`config.mk`:
```
export PLATFORM = sky130hd
export DESIGN_NAME = modbus_ascii_frame_lrc_appender_unit
export DESIGN_NICKNAME = d
export VERILOG_FILES = /design/src/hdl/mbalrc_pkg.sv /design/src/hdl/modbus_ascii_frame_lrc_appender_unit.sv
export SDC_FILE = /design/constraint.sdc
export NUM_CORES = 1
export LEC_CHECK = 0
export BUFFER_PORTS_ARGS = -buffer_cell sky130_fd_sc_hd__buf_2
export CORE_ASPECT_RATIO = 1.1
export CORE_UTILIZATION = 61
export DETAILED_ROUTE_END_ITERATION = 12
export GPL_TIMING_DRIVEN = 0
export PLACE_DENSITY_LB_ADDON = 0.3
export SLEW_MARGIN = 20
export SYNTH_ARGS = -nofsm -noshare
export SYNTH_HDL_FRONTEND = slang
export SYNTH_SLANG_ARGS = --single-unit
```
`constraint.sdc`:
```
create_clock -name clock -period 6.4 [get_ports clock]
set_clock_uncertainty 0.1 [all_clocks]
set_input_delay 0.32 -clock clock [delete_from_list [all_inputs] [get_ports clock]]
set_output_delay 0.32 -clock clock [all_outputs]
set_load 0.03 [all_outputs]
```
`src/hdl/mbalrc_pkg.sv`:
```
// ----------------------------------------------------------------------------
// Modbus ASCII LRC framer package
// Shared constants and character helpers for the Modbus ASCII framer.
// ----------------------------------------------------------------------------
package mbalrc_pkg;

   // Default depth of the transmit buffer that bounds one message.
   localparam int BUFFER_LEN_DEFAULT = 256;

   // Number of characters appended after the message body.
   localparam int TRAILER_LEN = 4;

   // Frame terminating characters.
   localparam logic [7:0] CHAR_CR = 8'h0D;
   localparam logic [7:0] CHAR_LF = 8'h0A;

   // A decoded hex character: valid flag and digit value.
   typedef struct packed {
      logic       valid;
      logic [3:0] value;
   } hex_digit_type;

   // Decodes 0-9, A-F and a-f; anything else comes back invalid with value 0.
   function automatic hex_digit_type hex_decode(input logic [7:0] c);
      hex_digit_type d;
      d.valid = 1'b0;
      d.value = 4'h0;
      if (c >= 8'h30 && c <= 8'h39) begin
         d.valid = 1'b1;
         d.value = 4'(c - 8'h30);
      end else if (c >= 8'h41 && c <= 8'h46) begin
         d.valid = 1'b1;
         d.value = 4'(c - 8'h37);
      end else if (c >= 8'h61 && c <= 8'h66) begin
         d.valid = 1'b1;
         d.value = 4'(c - 8'h57);
      end
      return d;
   endfunction

   // Encodes a nibble as an uppercase hex character.
   function automatic logic [7:0] hex_encode(input logic [3:0] n);
      logic [7:0] c;
      if (n < 4'd10) begin
         c = 8'h30 + {4'h0, n};
      end else begin
         c = 8'h37 + {4'h0, n};
      end
      return c;
   endfunction

endpackage

```
`src/hdl/modbus_ascii_frame_lrc_appender_unit.sv`:
```
// ----------------------------------------------------------------------------
// Modbus ASCII frame LRC appender
// Echoes a Modbus ASCII request and appends its LRC, CR and LF.
// ----------------------------------------------------------------------------
// Each request character is loaded into the result register and leaves it in
// the following cycle, so a message streams through at one character per
// clock while the result side keeps up. The first character (start colon) is
// not summed; later characters are paired into hex bytes and added to an 8-bit
// sum. After the beat marked last the block sends four more beats - the LRC as
// two uppercase hex characters, CR and LF (LF carries tlast) - and holds off
// the request side while the trailer sequencer issues them.
// rsp_tuser flags a message whose length plus four exceeds BUFFER_LEN.
module modbus_ascii_frame_lrc_appender_unit
   import mbalrc_pkg::*;
#(
   parameter int BUFFER_LEN = BUFFER_LEN_DEFAULT
) (
   input  logic       clock,
   input  logic       reset,
   // Request stream.
   input  logic       req_tvalid,
   output logic       req_tready,
   input  logic [7:0] req_tdata,   // [7:0] in_char
   input  logic       req_tlast,   // in_last
   // Result stream.
   output logic       rsp_tvalid,
   input  logic       rsp_tready,
   output logic [7:0] rsp_tdata,   // [7:0] out_char
   output logic       rsp_tlast,   // out_last
   output logic [0:0] rsp_tuser    // [0] too_long
);

   localparam int CNT_W = $clog2(BUFFER_LEN + 1);
   localparam logic [CNT_W-1:0] CNT_MAX = CNT_W'(BUFFER_LEN);
   localparam logic [CNT_W-1:0] CNT_LIMIT = CNT_W'(BUFFER_LEN - TRAILER_LEN);

   // Trailer sequencer states.
   typedef enum logic [4:0] {
      TRL_IDLE = 5'b00001,
      TRL_HI   = 5'b00010,
      TRL_LO   = 5'b00100,
      TRL_CR   = 5'b01000,
      TRL_LF   = 5'b10000
   } trl_state_type;

   // Message state.
   logic             first_seen_ff, first_seen_in;
   logic             half_pair_ff, half_pair_in;
   logic [3:0]       high_nibble_ff, high_nibble_in;
   logic             pair_broken_ff, pair_broken_in;
   logic [7:0]       lrc_sum_ff, lrc_sum_in;
   logic [CNT_W-1:0] char_count_ff, char_count_in;

   // Trailer state.
   trl_state_type    trl_state_ff, trl_state_in;
   logic [7:0]       lrc_ff, lrc_in;
   logic             trl_long_ff, trl_long_in;

   // Result register.
   logic             rsp_valid_ff, rsp_valid_in;
   logic [7:0]       rsp_char_ff, rsp_char_in;
   logic             rsp_last_ff, rsp_last_in;
   logic             rsp_long_ff, rsp_long_in;

   logic             slot_free;
   logic             req_fire;
   hex_digit_type    digit;
   logic [CNT_W-1:0] count_next;
   logic             too_long;
   logic [7:0]       sum_next;
   logic [7:0]       sum_final;

   // The result register can take a new beat when empty or being drained.
   assign slot_free  = !rsp_valid_ff || rsp_tready;
   assign req_tready = (trl_state_ff == TRL_IDLE) && slot_free;
   assign req_fire   = req_tvalid && req_tready;

   assign rsp_tvalid   = rsp_valid_ff;
   assign rsp_tdata    = rsp_char_ff;
   assign rsp_tlast    = rsp_last_ff;
   assign rsp_tuser[0] = rsp_long_ff;

   // Character count and length check.
   assign count_next = (char_count_ff < CNT_MAX) ? char_count_ff + CNT_W'(1) : char_count_ff;
   assign too_long   = count_next > CNT_LIMIT;

   // Pair decoding and sum update for one character.
   always_comb begin
      digit          = hex_decode(req_tdata);
      first_seen_in  = first_seen_ff;
      half_pair_in   = half_pair_ff;
      high_nibble_in = high_nibble_ff;
      pair_broken_in = pair_broken_ff;
      sum_next       = lrc_sum_ff;
      priority if (!first_seen_ff) begin
         first_seen_in = 1'b1;
      end else if (!half_pair_ff) begin
         half_pair_in   = 1'b1;
         pair_broken_in = !digit.valid;
         high_nibble_in = digit.value;
      end else begin
         half_pair_in = 1'b0;
         if (!pair_broken_ff) begin
            if (digit.valid) begin
               sum_next = lrc_sum_ff + {high_nibble_ff, digit.value};
            end else begin
               sum_next = lrc_sum_ff + {4'h0, high_nibble_ff};
            end
         end
         pair_broken_in = 1'b0;
         high_nibble_in = 4'h0;
      end
      // A lone trailing digit counts as the value of its pair.
      if (half_pair_in && !pair_broken_in) begin
         sum_final = sum_next + {4'h0, high_nibble_in};
      end else begin
         sum_final = sum_next;
      end
   end

   // Next values of the message, trailer and result registers.
   always_comb begin
      lrc_sum_in    = lrc_sum_ff;
      char_count_in = char_count_ff;
      trl_state_in  = trl_state_ff;
      lrc_in        = lrc_ff;
      trl_long_in   = trl_long_ff;
      rsp_valid_in  = rsp_valid_ff;
      rsp_char_in   = rsp_char_ff;
      rsp_last_in   = rsp_last_ff;
      rsp_long_in   = rsp_long_ff;
      if (slot_free) begin
         rsp_valid_in = 1'b0;
         rsp_last_in  = 1'b0;
         rsp_long_in  = trl_long_ff;
         unique case (trl_state_ff)
            TRL_IDLE: begin
               if (req_fire) begin
                  rsp_valid_in  = 1'b1;
                  rsp_char_in   = req_tdata;
                  rsp_long_in   = too_long;
                  lrc_sum_in    = sum_next;
                  char_count_in = count_next;
                  if (req_tlast) begin
                     trl_state_in  = TRL_HI;
                     lrc_in        = 8'h00 - sum_final;
                     trl_long_in   = too_long;
                     lrc_sum_in    = 8'h00;
                     char_count_in = '0;
                  end
               end
            end
            TRL_HI: begin
               rsp_valid_in = 1'b1;
               rsp_char_in  = hex_encode(lrc_ff[7:4]);
               trl_state_in = TRL_LO;
            end
            TRL_LO: begin
               rsp_valid_in = 1'b1;
               rsp_char_in  = hex_encode(lrc_ff[3:0]);
               trl_state_in = TRL_CR;
            end
            TRL_CR: begin
               rsp_valid_in = 1'b1;
               rsp_char_in  = CHAR_CR;
               trl_state_in = TRL_LF;
            end
            TRL_LF: begin
               rsp_valid_in = 1'b1;
               rsp_char_in  = CHAR_LF;
               rsp_last_in  = 1'b1;
               trl_state_in = TRL_IDLE;
            end
            default: begin
               trl_state_in = TRL_IDLE;
            end
         endcase
      end
   end

   // Control registers.
   always_ff @(posedge clock) begin
      if (reset) begin
         first_seen_ff  <= 1'b0;
         half_pair_ff   <= 1'b0;
         high_nibble_ff <= 4'h0;
         pair_broken_ff <= 1'b0;
         lrc_sum_ff     <= 8'h00;
         char_count_ff  <= '0;
         trl_state_ff   <= TRL_IDLE;
         rsp_valid_ff   <= 1'b0;
         rsp_last_ff    <= 1'b0;
      end else begin
         lrc_sum_ff    <= lrc_sum_in;
         char_count_ff <= char_count_in;
         trl_state_ff  <= trl_state_in;
         rsp_valid_ff  <= rsp_valid_in;
         rsp_last_ff   <= rsp_last_in;
         if (req_fire) begin
            if (req_tlast) begin
               first_seen_ff  <= 1'b0;
               half_pair_ff   <= 1'b0;
               high_nibble_ff <= 4'h0;
               pair_broken_ff <= 1'b0;
            end else begin
               first_seen_ff  <= first_seen_in;
               half_pair_ff   <= half_pair_in;
               high_nibble_ff <= high_nibble_in;
               pair_broken_ff <= pair_broken_in;
            end
         end
      end
   end

   // Payload registers.
   always_ff @(posedge clock) begin
      lrc_ff      <= lrc_in;
      trl_long_ff <= trl_long_in;
      rsp_char_ff <= rsp_char_in;
      rsp_long_ff <= rsp_long_in;
   end

   // The final request beat starts the trailer with its echo on the output.
   assert property (@(posedge clock) disable iff (reset)
      (req_fire && req_tlast) |=> (trl_state_ff == TRL_HI && rsp_valid_ff))
      else $error("trailer did not start after the final request beat");

   // A delivered closing beat with no new request beat beside it leaves the
   // framer idle with its message state clear.
   assert property (@(posedge clock) disable iff (reset)
      (rsp_tvalid && rsp_tready && rsp_tlast && !req_fire) |=>
         (trl_state_ff == TRL_IDLE && !first_seen_ff && lrc_sum_ff == 8'h00))
      else $error("framer not cleared after the closing beat");

   // Only the LF beat closes a frame.
   assert property (@(posedge clock) disable iff (reset)
      (rsp_tvalid && rsp_tlast) |-> (rsp_tdata == CHAR_LF))
      else $error("tlast on a beat other than LF");

endmodule

```
==> flow_metrics.tcl <==
set metrics [dict create \
    synth_cells 394 \
    p_leak_uw 0.001490 \
    timing.rr.start "first_seen_ff$_SDFFE_PP0P_" \
    portBuffers 23 \
    drt_wl_total_mm 8.072 \
    reg2reg_depth 14 \
    vias 3094 \
    crit_arrival_ns 5.19 \
    final_common_cell "nor2_1" \
    ir_drop_mv 0.09124 \
    grt_pass1_wl_mm 13.49 \
    ys_seq_area_share_pct 34.54 \
    worstReg2RegEnd "lrc_ff[7]$_DFFE_PP_" \
    ys.flop_type "dfxtp_1" \
    cp_max_fo 8 \
    required_ns 6.36 \
    cpMaxStageDelayCell "nor2_1" \
    pin_count 25 \
    die_y_um 79.86 \
    cts_tree "done" \
    fin_nets 457 \
    worst_pin_slew_ns 1.093 \
    crit_path_end_kind "flop" \
    ys_warn_count 0 \
    htree_levels 2 \
    p_sw_share_pct 32.78 \
    r2r_slack_ns 2.23 \
    antenna_found_initial 0 \
    p_seq_share_pct 51.0 \
    fmax_ghz 0.1912 \
    drtAntennaViolNets 0 \
    status "finished clean" \
    hp-start "reset" \
    setup_viol 0 \
    synth.cell_area_um2 3362 \
    cts_resized 0 \
    p_int_uw 465.9 \
    nFillCells 424 \
    power_density_nw_per_um2 189.7 \
    ys_types 66 \
    num_rows 27 \
    slew-limit-headroom_pct 26.36 \
    period_share_pct 81.71 \
    switchingPower_uw 227.3 \
    crit_start "req_tdata[0]" \
    grt_pass1_vias 2955 \
    cts.reportedPaths.clkPinSlew_ns 0.09 \
    cts_buffer_depth 2 \
    drt_first_iter_violations 193 \
    worstHoldEndpoint "trl_state_ff[0]$_SDFFE_PP1P_" \
    critPathTopFamily "simple AND/OR/NAND/NOR gates" \
    avgSynthCellArea_um2 8.533 \
    grt_use_total_pct 30.15 \
    startpoint_type "input pin" \
    gp_congestion 0.9316 \
    grt-ovfl-total 0 \
    grt_max_degree 16 \
    cts_hold_buffers 0 \
    rsz0062_at_grt "false" \
    fin_crit_ns 5.229 \
    hp-class "input pin to flop" \
    finalSetupTns_ns 0 \
    post_drt_wl_per_cell_um 16.24 \
    insertion_delay_ns 0.30 \
    synth-async-reset-ratio_pct 0 \
    critPathKind "input pin to flop" \
    hpwlAfterDp_mm 6.093 \
    layout-drive-gt1-share_pct 12.00 \
    cp.buffers_inverters 4 \
    core_um2 5169 \
    drc 0 \
    crit_path_cell_trace "buf_2 -> clkbuf_1 -> inv_1 -> ha_1 -> nor3b_1 -> nor3_2 -> nor2_1 -> nand2_1 -> nand2_1 -> inv_1 -> fa_1 -> xnor2_1 -> mux2_2 -> ha_1 -> xor2_1 -> nor3b_1 -> a221o_1 -> a221oi_2 -> o2111ai_2 -> nor2b_1 -> mux2i_1 -> xnor2_1" \
    synth_edf_count 18 \
    ys_seq_elements 49 \
    drt_pass1_iterations 5 \
    pwr-share-clk_pct 27.0 \
    cap_violations 0 \
    comb_power_share_pct 22.0 \
    n_antenna_cell 0 \
    viasPerCell 6.225 \
    initial_utilization_pct 65.04 \
    area_growth_pct 8.671 \
    hold_violations 0 \
    max_stage_delay_ns 0.48 \
    die_w_um 72.79 \
    cts.sinks 49 \
    clock_tree.root_cell "clkbuf_8" \
    hold_depth 3 \
    cts_buffers 5 \
    die_area_um2 5813 \
    post-cts-setup-buffers 0 \
    final_cell_mix "nor2_1, a21oi_1, dfxtp_1" \
    maxSlewViolCount 0 \
    hold_ws_ns 0.1657 \
    synth_fp_nets 427 \
]
[worst max path at each step]
stage                                      to  cells past startpoint
after global placement    lrc_ff[7]$_DFFE_PP_                     22
final                     lrc_ff[7]$_DFFE_PP_                     22
after global routing      lrc_ff[7]$_DFFE_PP_                     22
after floorplan           lrc_ff[7]$_DFFE_PP_                     20
after CTS                 lrc_ff[7]$_DFFE_PP_                     22
after detailed placement  lrc_ff[7]$_DFFE_PP_                     22
[logic make-up (layout without fill, tap and decap cells)]
logic type,count (synthesis),count (layout),synth area share (%)
simple gates,147,147,22.93
compound gates,111,111,22.18
flops,49,49,34.54
buf+inv,40,71,4.764
fa+ha+maj,20,20,7.890
xor+xnor,16,16,4.168
mux,11,11,3.535
[Yosys cell counts, types with 9 or more instances]
cell type  instances  share of area (%)
ha_1              18                6.7
inv_1             25                2.8
a21oi_1           31                4.6
a22oi_1           14                3.1
nor2_1            53                5.9
xnor2_1           12                3.1
clkbuf_1          12                1.3
o21ai_0           19                2.8
edfxtp_1          18                 16
nor2b_1            9                1.7
nand2_1           26                2.9
dfxtp_1           31                 18
[worst min-delay path, cell delays in order]
cell and delay (ns):
buf_2 0.11, nor2_1 0.05, o21ai_0 0.06
[state kept, by name, summed over array words and instances (netlist names), 4 cells and up]
register	flops
high_nibble_ff	4
rsp_tdata	8
lrc_ff	8
trl_state_ff	5
lrc_sum_ff	8
char_count_ff	9
[final cells by class]
cell class	count	area [um2]	area share, %
Multi-Input combinational cell	305	2041	55.86
Sequential cell	49	1161	31.78
Timing Repair Buffer	23	115.1	3.151
Inverter	25	93.84	2.568
Tap cell	72	90.09	2.466
Clock buffer	6	72.57	1.986
Buffer	15	66.31	1.815
Clock inverter	2	13.76	0.3767
[per-stage QoR]
step	setup slack (ns)	area (um2)	instances	utilization [%]	total power [uW]
finish	1.171	3654	497	70.69	693.2
global route	0.8573	3654	497	70.69	717.1
CTS	1.221	3654	497	70.69	692.1
detailed placement	0.9110	3567	489	69.01	510.0
global placement	1.064	3567	489	69.01	505.3
floorplan	1.701	3362	394	-	465.4
[layer usage]
| metal | up-vias | share of wire, % | GRT usage (%) |
|---|---|---|---|
| li1 | 1495 | - | - |
| met1 | 1450 | 42 | 37.69 |
| met2 | 130 | 48 | 50.56 |
| met3 | 19 | 7.3 | 5.051 |
| met4 | 0 | 2.7 | 13.73 |
| met5 | - | 0 | 0 |
[power groups by stage]
stage          combinational [uW]  sequential, uW  clock, uW
2_1_floorplan                87.5             378          0
3_3_place_gp                  146             359          0
3_5_place_dp                  150             360          0
4_1_cts                       151             353        188
5_1_grt                       165             355        197
6_report                      152             353        187
No activity file was read; power rests on OpenSTA's default activity.
